`src/mls_pkg.sv`:
```
package mls_pkg;

    // Command codes of an input beat
    typedef enum logic {
        CMD_TICK = 1'b0,
        CMD_LOAD = 1'b1
    } mls_cmd_t;

    // Line level codes
    localparam logic [1:0] LEVEL_LOW      = 2'd0;
    localparam logic [1:0] LEVEL_HIGH     = 2'd1;
    localparam logic [1:0] LEVEL_RELEASED = 2'd2;

    // Frame layout
    localparam int unsigned START_HALF_BITS = 4;
    localparam int unsigned DATA_BITS       = 8;
    localparam int unsigned STEP_W          = 4;
    localparam int unsigned IDLE_W          = 4;
    localparam logic [IDLE_W-1:0] IDLE_INTERVAL_RST = 4'd4;

    // Start half-bits 1,0,0,1, indexed by step
    localparam logic [START_HALF_BITS-1:0] START_PATTERN = 4'b1001;

    typedef struct packed {
        mls_cmd_t    command;
        logic [7:0]  data_byte;
    } mls_in_t;

    typedef struct packed {
        logic        line_valid;
        logic [1:0]  line_level;
        logic        busy_res;
        logic        pending;
        logic        load_accepted;
    } mls_out_t;

endpackage

```
`src/mls_core.sv`:
```
module mls_core
    import mls_pkg::*;
(
    input  logic              aclk,
    input  logic              aresetn,
    input  logic              step_en,
    input  mls_in_t           item,
    input  logic [IDLE_W-1:0] idle_interval,
    output mls_out_t          result
);

    typedef enum logic [1:0] {
        PH_RELEASED = 2'd0,
        PH_IDLE     = 2'd1,
        PH_START    = 2'd2,
        PH_DATA     = 2'd3
    } phase_t;

    phase_t              phase_reg, phase_next;
    logic [STEP_W-1:0]   step_reg, step_next;
    logic                second_reg, second_next;
    logic [7:0]          shift_reg, shift_next;
    logic                waiting_reg, waiting_next;
    logic                sending_reg, sending_next;

    logic [STEP_W-1:0]   step_inc;
    logic [1:0]          level;
    logic                accepted;
    logic                msb;

    assign step_inc = step_reg + STEP_W'(1);
    assign msb      = shift_reg[7];

    // Work out the next state and the line level for this beat
    always_comb begin
        phase_next   = phase_reg;
        step_next    = step_reg;
        second_next  = second_reg;
        shift_next   = shift_reg;
        waiting_next = waiting_reg;
        sending_next = sending_reg;
        level        = LEVEL_LOW;
        accepted     = 1'b0;
        if (item.command == CMD_TICK) begin
            unique case (phase_reg)
                PH_RELEASED: begin
                    step_next  = '0;
                    phase_next = PH_IDLE;
                    level      = LEVEL_RELEASED;
                end
                PH_IDLE: begin
                    level = LEVEL_LOW;
                    if ({1'b0, step_reg} + 5'd1 < {1'b0, idle_interval}) begin
                        step_next = step_inc;
                    end else if (waiting_reg) begin
                        step_next    = '0;
                        phase_next   = PH_START;
                        waiting_next = 1'b0;
                        sending_next = 1'b1;
                    end
                end
                PH_START: begin
                    level     = {1'b0, START_PATTERN[step_reg[1:0]]};
                    step_next = step_inc;
                    if (step_inc >= STEP_W'(START_HALF_BITS)) begin
                        phase_next = PH_DATA;
                        step_next  = '0;
                    end
                end
                PH_DATA: begin
                    level       = {1'b0, second_reg ? ~msb : msb};
                    second_next = ~second_reg;
                    if (second_reg) begin
                        shift_next = {shift_reg[6:0], 1'b0};
                        step_next  = step_inc;
                    end
                    // end of frame once all data bits are out
                    if (second_reg && step_inc >= STEP_W'(DATA_BITS)) begin
                        phase_next   = PH_IDLE;
                        step_next    = '0;
                        sending_next = 1'b0;
                    end
                end
                default: begin
                    phase_next = PH_RELEASED;
                end
            endcase
        end else if (!sending_reg && !waiting_reg) begin
            // take the byte only when nothing is queued or on the wire
            shift_next   = item.data_byte;
            waiting_next = 1'b1;
            accepted     = 1'b1;
        end
    end

    assign result.line_valid    = (item.command == CMD_TICK);
    assign result.line_level    = level;
    assign result.busy_res      = sending_next;
    assign result.pending       = waiting_next;
    assign result.load_accepted = accepted;

    // Hold state; advance on each processed beat
    always_ff @(posedge aclk) begin
        if (!aresetn) begin
            phase_reg   <= PH_RELEASED;
            step_reg    <= '0;
            second_reg  <= 1'b0;
            shift_reg   <= '0;
            waiting_reg <= 1'b0;
            sending_reg <= 1'b0;
        end else if (step_en) begin
            phase_reg   <= phase_next;
            step_reg    <= step_next;
            second_reg  <= second_next;
            shift_reg   <= shift_next;
            waiting_reg <= waiting_next;
            sending_reg <= sending_next;
        end
    end

    a_not_both: assert property (@(posedge aclk) disable iff (!aresetn)
        !(sending_reg && waiting_reg))
        else $error("byte pending while a frame is being sent");

    a_sending_phase: assert property (@(posedge aclk) disable iff (!aresetn)
        sending_reg == (phase_reg == PH_START || phase_reg == PH_DATA))
        else $error("sending flag disagrees with phase");

    a_start_step: assert property (@(posedge aclk) disable iff (!aresetn)
        (phase_reg == PH_START) |-> (step_reg < STEP_W'(START_HALF_BITS)))
        else $error("start step out of range");

    a_data_step: assert property (@(posedge aclk) disable iff (!aresetn)
        (phase_reg == PH_DATA) |-> (step_reg < STEP_W'(DATA_BITS)))
        else $error("data step out of range");

endmodule

```
`src/manchester_line_sender.sv`:
```
// Channel   Ports                          Beat
// input     s_valid s_ready s_data         mls_in_t: command, data_byte
// result    m_valid m_ready m_data         mls_out_t: line_valid .. load_accepted
// config    cfg_wr_en cfg_wr_data          idle_interval, 4 bits
//
// One result beat per input beat; one beat accepted per cycle when m_ready is high.
// Each beat passes an input register, then the state update feeding the
// result register.
// aresetn is synchronous, active low; the line starts released, idle_interval is 4.
// A stall on m_ready holds the result register and, while it holds a beat, the input.
module manchester_line_sender
    import mls_pkg::*;
(
    input  logic              aclk,
    input  logic              aresetn,
    input  logic              s_valid,
    output logic              s_ready,
    input  mls_in_t           s_data,
    output logic              m_valid,
    input  logic              m_ready,
    output mls_out_t          m_data,
    input  logic              cfg_wr_en,
    input  logic [IDLE_W-1:0] cfg_wr_data
);

    logic              in_valid_reg;
    mls_in_t           in_reg;
    logic              out_valid_reg;
    mls_out_t          out_reg;
    logic [IDLE_W-1:0] idle_interval_reg;
    logic              advance;
    mls_out_t          result;

    // Move the held input into the result register when it is free
    assign advance = in_valid_reg && (!out_valid_reg || m_ready);
    assign s_ready = !in_valid_reg || advance;

    mls_core u_core (
        .aclk          (aclk),
        .aresetn       (aresetn),
        .step_en       (advance),
        .item          (in_reg),
        .idle_interval (idle_interval_reg),
        .result        (result)
    );

    // Hold control flags and configuration
    always_ff @(posedge aclk) begin
        if (!aresetn) begin
            in_valid_reg      <= 1'b0;
            out_valid_reg     <= 1'b0;
            idle_interval_reg <= IDLE_INTERVAL_RST;
        end else begin
            if (s_ready) begin
                in_valid_reg <= s_valid;
            end
            if (advance) begin
                out_valid_reg <= 1'b1;
            end else if (m_ready) begin
                out_valid_reg <= 1'b0;
            end
            if (cfg_wr_en) begin
                idle_interval_reg <= cfg_wr_data;
            end
        end
    end

    // Capture payloads
    always_ff @(posedge aclk) begin
        if (s_valid && s_ready) begin
            in_reg <= s_data;
        end
        if (advance) begin
            out_reg <= result;
        end
    end

    assign m_valid = out_valid_reg;
    assign m_data  = out_reg;

endmodule
```
`config.mk`:
```
export PLATFORM = sky130hd
export DESIGN_NAME = manchester_line_sender
export DESIGN_NICKNAME = d
export VERILOG_FILES = /design/src/mls_pkg.sv /design/src/mls_core.sv /design/src/manchester_line_sender.sv
export SDC_FILE = /design/constraint.sdc
export NUM_CORES = 1
export LEC_CHECK = 0
export BUFFER_PORTS_ARGS = -buffer_cell sky130_fd_sc_hd__buf_2
export CAP_MARGIN = 0
export CORE_MARGIN = 1
export CORE_UTILIZATION = 59
export CTS_BUF_LIST = sky130_fd_sc_hd__clkbuf_4
export DETAILED_ROUTE_END_ITERATION = 10
export PLACE_DENSITY = 0.93
export SLEW_MARGIN = 20
export SYNTH_ARGS = -nofsm -noshare
export SYNTH_HDL_FRONTEND = slang
export SYNTH_SLANG_ARGS = --single-unit
```
`constraint.sdc`:
```
create_clock -name aclk -period 2.7 [get_ports aclk]
set_input_delay 0.27 -clock aclk [delete_from_list [all_inputs] [get_ports aclk]]
set_output_delay 0.27 -clock aclk [all_outputs]
set_load 0.02 [all_outputs]
```
==> flow_metrics.tcl, run 1 <==
set metrics [dict create \
    p_clk_share_pct 33.2 \
    antenna_found_initial 0 \
    dp.cells 238 \
    vdd_ir_drop_max_uv 321 \
    powerDensity_nw_per_um2 521 \
    totalPowerFinal_mw 1.10 \
    place_hpwl_um 2530 \
    initial_utilization_pct 61.8 \
    largest_reg_flops 9 \
    routed_wl_um 3620 \
    syn_inst 175 \
    cts_setup_buffers 0 \
    num_vias 1402 \
    path_common_cell "ha_1" \
    synthMuxAreaShare_pct 6.90 \
    synth_fp_nets 202 \
    hp-class "input pin to flop" \
    grt_usage_pct 23.5 \
    synth_top_family_by_area "simple AND/OR/NAND/NOR gates" \
    final.setup_skew_ns 0.00784 \
    clockBufferDepth 2 \
    cp-start-kind "flop" \
    grt-ovfl-total 0 \
    combPwrFrac_pct 9.5 \
    pre_cts_slack_ns 0.292 \
    drive_gt1_share_pct 20.4 \
    synth-adder-area-share_pct 5.97 \
    drt_first_pass_iters 5 \
    path_max_fanout 5 \
    finalSetupViolations 0 \
    die_area_um2 3430 \
    crit_slowest_cell "o21ai_0" \
    clock.fmax_mhz 401 \
    clock_sinks 38 \
    fin_crit_sh_pct 92.3 \
    synthArstFlopShare_pct 0 \
    cts_tree "built" \
    seqPwrFrac_pct 57.3 \
    layout_setup_ws_ns 0.208 \
    path_cells "ha_1, xnor2_1, inv_1, ha_1, a21oi_1, o21ai_2, o21ai_0, and2_1, o22ai_1" \
    p_sw_mw 0.252 \
    drt-wirelength-per-cell_um 14.8 \
    cts_resized 0 \
    synth-edff-count 15 \
    synth.avg_cell_area_um2 10.8 \
    worstPathRequired_ns 2.92 \
    swShare_pct 22.8 \
    grt_max_degree 31 \
    maxSlewViolCount 0 \
    crit_type "flop to flop" \
    final_cell_mix "buf_2 (25), dfxtp_1 (23), nand2_1 (19)" \
    maxCapViolCount 0 \
    synth-seq-cells 38 \
    n_fill_cell 222 \
    h-tree-depth 2 \
    synth_compound_area_share_pct 14.3 \
    relSlewSlack_pct 64.4 \
    io_buffers 25 \
    die_x_um 58.5 \
    critPathMaxStageDelay_ns 0.44 \
    worst-path-buf-inv 1 \
    p_int_mw 0.850 \
    vias_per_cell 5.72 \
    setup_tns_ns 0 \
    cts_hold_buf 0 \
    synth-simple-area-share_pct 19.1 \
    grt_pass1_wl_um 5870 \
    p_leak_nw 0.944 \
    syn_area_um2 1890 \
    die_h_um 58.5 \
    cp.arrival_ns 2.71 \
    cp-end-kind "flop" \
    clk_latency_ns 0.34 \
    drt_iter0_markers 62 \
    rsz0062_at_grt "false" \
    antenna_left 0 \
    gp_congestion 0.919 \
    tightest_slew_ns 0.530 \
    nets 228 \
    synth.distinct_cells 41 \
    period_needed_ns 2.49 \
    clk_pin_slew_worst_paths_ns 0.11 \
    synth_xor_area_share_pct 1.86 \
    cts_made_buffers 5 \
    layout_commonest_cell "buf_2" \
    antenna_cells 0 \
    drc 0 \
    rows 20 \
    crit_family "compound AO/OA/AOI/OAI gates" \
    hold_violations 0 \
    yosysWarnings 0 \
    status "finished, final reports clean" \
    clockRootBuffer "clkbuf_4" \
    grt_pass1_vias 1269 \
    final_cells 245 \
    coreArea_um2 3050 \
    ios 26 \
    yosysSeqAreaShare_pct 48.3 \
    area_delta_synth_final_pct 12.2 \
    ys.flop_type "dfxtp_1" \
]
==> power by group through the flow <==
stage	registers (mW)	clock network [mW]	logic, mW
after floorplan	0.648	0	0.0663
after global placement	0.643	0	0.0973
after detailed placement	0.645	0	0.102
after CTS	0.632	0.372	0.104
after global routing	0.635	0.399	0.114
final	0.632	0.366	0.105
==> through the flow <==
step / instance area (um2) / hold WS, ns / utilization [%]
after floorplan: 1890 / 0.369 / -
after global placement: 2040 / 0.447 / 67.0
after detailed placement: 2040 / 0.448 / 67.0
after CTS: 2120 / 0.0899 / 69.3
after global routing: 2120 / 0.0632 / 69.3
final: 2120 / 0.104 / 69.3
==> kinds of logic after synthesis <==
logic type	after synthesis
and+or+nand+nor	61
DFF	38
AOI/OAI and AO/OA	33
buffers and inverters	17
muxes	13
adders and majority gates	9
xor gates and xnor gates	4
==> Yosys cell counts, types with 2 or more instances <==
cell / number / area share, %
nand4_1: 2 / 0.66
mux2i_1: 13 / 6.9
inv_1: 10 / 2.0
a31oi_1: 2 / 0.66
nand2_1: 19 / 3.8
and2_1: 4 / 1.3
nand2b_1: 5 / 1.7
nand3_1: 3 / 0.80
ha_1: 9 / 6.0
xnor2_1: 3 / 1.4
edfxtp_1: 15 / 24
buf_2: 2 / 0.53
o211ai_1: 3 / 1.2
nor2_1: 5 / 1.0
o211a_1: 8 / 4.2
o22ai_1: 2 / 0.66
dfxtp_1: 23 / 24
nor2b_1: 9 / 3.0
nand3_2: 2 / 1.1
nor3_1: 3 / 0.80
o21ai_0: 2 / 0.53
and3b_1: 2 / 0.93
clkbuf_1: 4 / 0.80
a21oi_1: 8 / 2.1
==> final timing paths <==
path / endpoint / depth (start not counted) / slack (ns) / start
max: u_core.step_reg[0] / 9 / 0.21 / u_core.step_reg[0]
min: in_reg[0] / 1 / 0.10 / s_data[0]
min reg2reg: u_core.shift_reg[0] / 2 / 0.50 / u_core.shift_reg[0]
max reg2reg: u_core.step_reg[0] / 9 / 0.21 / u_core.step_reg[0]
==> layer usage <==
metal  GRT usage, %  wire length, um
met5              0                0
met4           9.86               70
met3           6.81              192
met2           39.1             1790
met1           28.6             1560
==> layout make-up <==
type | instances | area [um2] | area share, %
sequential | 38 | 911 | 43.1
inverter | 10 | 37.5 | 1.77
multi-input combinational | 120 | 908 | 42.9
timing repair buffer | 26 | 133 | 6.27
clock inverter | 2 | 33.8 | 1.60
clock buffer | 5 | 37.5 | 1.77
tap | 44 | 55.1 | 2.60
==> worst register-to-register path, stage by stage, from the launching register on <==
cell and delay [ns]:
dfxtp_1 0.36, ha_1 0.26, xnor2_1 0.22, inv_1 0.07
ha_1 0.29, a21oi_1 0.20, o21ai_2 0.13, o21ai_0 0.44
and2_1 0.29, o22ai_1 0.12
(Power assumes the default switching activity.)
==> run 2, diff against run 1 <==
Settings changed: SETUP_SLACK_MARGIN set to 0.5.
==> run 2 against run 1 <==
Sequential share of layout area decreased by 3.8 points. First-iteration DRC count up 8.1%. Clock skew down 0.0013 ns. Global-route usage grew 0.57 points. Combinational power increased by 15%. Critical path type unchanged. Largest cell class is now multi-input gates.
==> flow_metrics.tcl, run 2 (synthesis results as in run 1) <==
set metrics [dict create \
    status "finished, final reports clean" \
    clk_pin_slew_worst_paths_ns 0.11 \
    num_vias 1491 \
    drt_first_pass_iters 4 \
    drt-wirelength-per-cell_um 17.1 \
    rows 20 \
    path_cells "ha_4, xnor2_4, inv_2, ha_4, nand3_4, o21ai_4, o32ai_4, nor4_4, mux2i_1" \
    rsz0062_at_grt "true" \
    final.setup_skew_ns 0.00658 \
    crit_type "flop to flop" \
    hold_violations 0 \
    cp-start-kind "flop" \
    initial_utilization_pct 61.8 \
    cp.arrival_ns 2.49 \
    place_hpwl_um 2530 \
    whs_ns 0.0973 \
    antenna_found_initial 0 \
    die_area_um2 3430 \
    p_leak_nw 1.01 \
    coreArea_um2 3050 \
    grt-ovfl-total 0 \
    clock_sinks 38 \
    clockRootBuffer "clkbuf_4" \
    n_fill_cell 187 \
    crit_slowest_cell "dfxtp_4" \
    powerDensity_nw_per_um2 477 \
    seq_area_um2 920 \
    drt_iter0_markers 67 \
    grt_pass1_wl_um 6000 \
    startpoint "u_core.step_reg[0]" \
    layout_commonest_cell "buf_2" \
    grt_usage_pct 24.0 \
    maxCapViolCount 0 \
    drive_gt1_share_pct 32.9 \
    clockBufferDepth 2 \
    clock.fmax_mhz 451 \
    antenna_left 0 \
    hp-class "input pin to flop" \
    ios 26 \
    hp-start "s_data[0]" \
    clk_latency_ns 0.34 \
    relSlewSlack_pct 60.7 \
    gp_congestion 0.919 \
    vdd_ir_drop_max_uv 318 \
    h-tree-depth 2 \
    cts_tree "built" \
    setup_tns_ns 0 \
    vias_per_cell 5.87 \
    io_buffers 25 \
    nets 237 \
    cp-end-kind "flop" \
    fin_crit_sh_pct 82.1 \
    timing.rr.start "u_core.step_reg[0]" \
    critPathMaxStageDelay_ns 0.38 \
    worst-path-buf-inv 1 \
    grt_max_degree 31 \
    area_delta_synth_final_pct 24.3 \
    tightest_slew_ns 0.584 \
    die_h_um 58.5 \
    period_needed_ns 2.22 \
    drc 0 \
    final_cell_mix "buf_2 (25), dfxtp_1 (20), nand2_1 (19)" \
    largest_reg_flops 9 \
    cts_made_buffers 5 \
    crit_family "adder cells" \
    maxSlewViolCount 0 \
    finalSetupViolations 0 \
    multi_input_area_um2 1060 \
    path_common_cell "ha_4" \
    worstPathRequired_ns 2.97 \
    antenna_cells 0 \
    grt_pass1_vias 1294 \
    die_x_um 58.5 \
    routed_wl_um 4350 \
    path_max_fanout 5 \
]
run 2: report_power, final:
group	internal [mW]	switching, mW	total [mW]
clock	0.187	0.179	0.366
sequential	0.619	0.0118	0.631
combinational	0.0495	0.0718	0.121
total	0.855	0.263	1.12
run 2: per-stage QoR:
step / area (um2) / setup slack (ns) / std cells / utilization (%) / power, mW
after floorplan: 1890 / 0.571 / 175 / - / 0.715
after global placement: 2040 / 0.469 / 238 / 67.0 / 0.741
after detailed placement: 2040 / 0.292 / 238 / 67.0 / 0.748
after CTS: 2150 / 0.510 / 245 / 70.5 / 1.11
after global routing: 2340 / 0.417 / 254 / 76.8 / 1.16
final: 2340 / 0.483 / 254 / 76.8 / 1.12
run 2: layout make-up:
cell class                      instances  share of cell area [%]
Inverter                               10                    1.60
Timing Repair Buffer                   35                    8.54
Sequential cell                        38                    39.2
Clock buffer                            5                    1.60
Multi-Input combinational cell        120                    45.2
Tap cell                               44                    2.35
Clock inverter                          2                    1.44
run 2: path summary, 6_finish.rpt:
| path | depth (start not counted) | end | slack (ns) |
|---|---|---|---|
| setup / recovery | 9 | u_core.phase_reg[1] | 0.48 |
| hold / removal | 1 | in_reg[0] | 0.1 |
| setup reg to reg | 9 | u_core.phase_reg[1] | 0.48 |
| hold reg to reg | 2 | u_core.shift_reg[0] | 0.51 |
run 2: layer usage:
layer  vias to the layer above  global-route usage, %  share of wire (%)
met1                       707                   29.1                 42
met4                         0                   10.9                2.5
met5                         -                      0                  0
li1                        702                      -                  -
met2                        67                   39.9                 50
met3                        15                   6.81                5.7
run 2: what timing repair did:
action	4_1_cts	5_1_grt
pin swaps	2	9
hold buffers	0	0
buffers inserted	0	9
resized for setup	10	19
setup endpoints to repair	7	9
==> run 3, diff against run 2 <==
Settings changed: CORE_UTILIZATION 59 to 53, PLACE_DENSITY 0.93 to 0.88.
Clock period 2.7 ns to 2 ns, I/O delays scaled along.
==> run 3 against run 2 <==
The flow now finishes with violations (negative setup slack). Core utilization decreased by 3.1 points. Wire length fell by 3.6%. Clock skew fell by 0.0024 ns. Die area increased by 11%. Non-clock buffer count increased by 11. Fmax rose by 7.5%. Largest cell class unchanged. Sequential power increased by 35%. Design area rose by 5.7%. Sequential share of layout area fell by 2.0 points. Global-route usage increased by 0.85 points. Largest power group unchanged. Highest routed layer unchanged.
==> flow_metrics.tcl, run 3 (synthesis results as in run 1) <==
set metrics [dict create \
    status "finished, violations left" \
    violations "negative setup slack" \
    crit_type "flop to flop" \
    coreArea_um2 3360 \
    h-tree-depth 2 \
    fin_crit_sh_pct 103 \
    gp_congestion 0.861 \
    grt_max_degree 17 \
    finalSetupViolations 8 \
    multi_input_area_um2 1090 \
    antenna_found_initial 0 \
    clock.fmax_mhz 485 \
    cp-end-kind "flop" \
    cts_made_buffers 5 \
    final_cells 269 \
    path_max_fanout 4 \
    largest_reg_flops 9 \
    grt_pass1_wl_um 6590 \
    maxSlewViolCount 0 \
    clk_pin_slew_worst_paths_ns 0.11 \
    drive_gt1_share_pct 37.7 \
    area_delta_synth_final_pct 31.3 \
    final_cell_mix "buf_2 (25), dfxtp_1 (20), nand2_1 (19)" \
    clk_latency_ns 0.35 \
    cp-start-kind "flop" \
    n_fill_cell 225 \
    drt_first_pass_iters 4 \
    clockBufferDepth 2 \
    period_needed_ns 2.06 \
    dp.cells 246 \
    initial_utilization_pct 56.1 \
    powerDensity_nw_per_um2 572 \
    utilization_pct 73.6 \
    vdd_ir_drop_max_uv 455 \
    cp.arrival_ns 2.34 \
    io_buffers 25 \
    clockRootBuffer "clkbuf_4" \
    relSlewSlack_pct 62.3 \
    grt_usage_pct 24.9 \
    die_h_um 61.6 \
    maxCapViolCount 0 \
    nets 249 \
    critPathMaxStageDelay_ns 0.38 \
    ios 26 \
    die_area_um2 3800 \
    worstPathRequired_ns 2.28 \
    place_hpwl_um 2560 \
    num_vias 1505 \
    die_x_um 61.6 \
    path_cells "ha_4, xnor2_4, inv_2, ha_4, a21oi_4, o21ai_4, buf_6, o21ai_4, nand3_2, buf_6, o22ai_2" \
    vias_per_cell 5.59 \
    rsz0062_at_grt "true" \
    seq_area_um2 922 \
    drt_iter0_markers 45 \
    layout_setup_ws_ns -0.0628 \
    final.setup_skew_ns 0.00416 \
    antenna_cells 0 \
    hold_violations 0 \
    drt-wirelength-per-cell_um 15.6 \
    hp-class "input pin to flop" \
    clock_sinks 38 \
    grt-ovfl-total 0 \
    rows 21 \
    routed_wl_um 4190 \
    totalPowerFinal_mw 1.42 \
    layout_commonest_cell "buf_2" \
    crit_slowest_cell "dfxtp_4" \
    grt_pass1_vias 1393 \
    p_leak_nw 1.07 \
    cts_tree "built" \
    drc 0 \
    tightest_slew_ns 0.561 \
    antenna_left 0 \
]
## run 3: area by class of cell
type	instances	area share, %
clock inverters	3	0.657
well taps	46	2.32
flip-flops and latches	38	37.2
clock buffers	5	1.52
multi-input cells	121	44.0
inverters	10	1.62
repair buffers	46	12.7
## run 3: critical path: cells and delay by family, from the launching register on
kind	cells	cell delay, ns
AOI/OAI and AO/OA	4	0.56
and+or+nand+nor	1	0.12
xor gates and xnor gates	1	0.16
adders and majority gates	2	0.42
buffers and inverters	3	0.37
DFF	1	0.38
## run 3: what timing repair did
item / CTS / global route
buffers inserted: 10 / 1
endpoints found under the setup margin: 18 / 18
pin swaps: 11 / 8
gates cloned: 0 / 1
gates resized for setup: 18 / 6
hold endpoints to repair: 0 / 3
hold buffers: 0 / 3
## run 3: final timing paths
| path | start | to | slack [ns] | cells after the start |
|---|---|---|---|---|
| hold reg to reg | u_core.shift_reg[0] | u_core.shift_reg[0] | 0.49 | 2 |
| setup reg to reg | u_core.step_reg[1] | u_core.step_reg[0] | -0.06 | 11 |
| hold / removal | s_data[1] | in_reg[1] | 0.02 | 1 |
| setup / recovery | u_core.step_reg[1] | u_core.step_reg[0] | -0.06 | 11 |
## run 3: per-layer routing
| layer | track usage [%] | wire length (um) |
|---|---|---|
| met5 | 0 | 0 |
| met1 | 31.0 | 1800 |
| met4 | 14.3 | 137 |
| met2 | 38.9 | 2030 |
| met3 | 6.72 | 231 |
## run 3: stage by stage
stage | hold slack [ns] | setup slack [ns] | area (um2) | setup TNS, ns
CTS | 0.00994 | -0.0357 | 2390 | -0.0648
floorplan | 0.299 | 0.114 | 1970 | 0
global route | 0.000164 | -0.146 | 2480 | -0.925
detailed placement | 0.379 | -0.0769 | 2170 | -0.281
global placement | 0.377 | 0.0323 | 2170 | 0
finish | 0.0173 | -0.0628 | 2480 | -0.306
## run 3: where the power goes
part,total (mW),internal (mW),switching (mW),leakage [nW]
Clock,0.389,0.131,0.259,0.0286
Combinational,0.176,0.0776,0.0980,0.708
Sequential,0.851,0.834,0.0168,0.334
Total,1.42,1.04,0.374,1.07
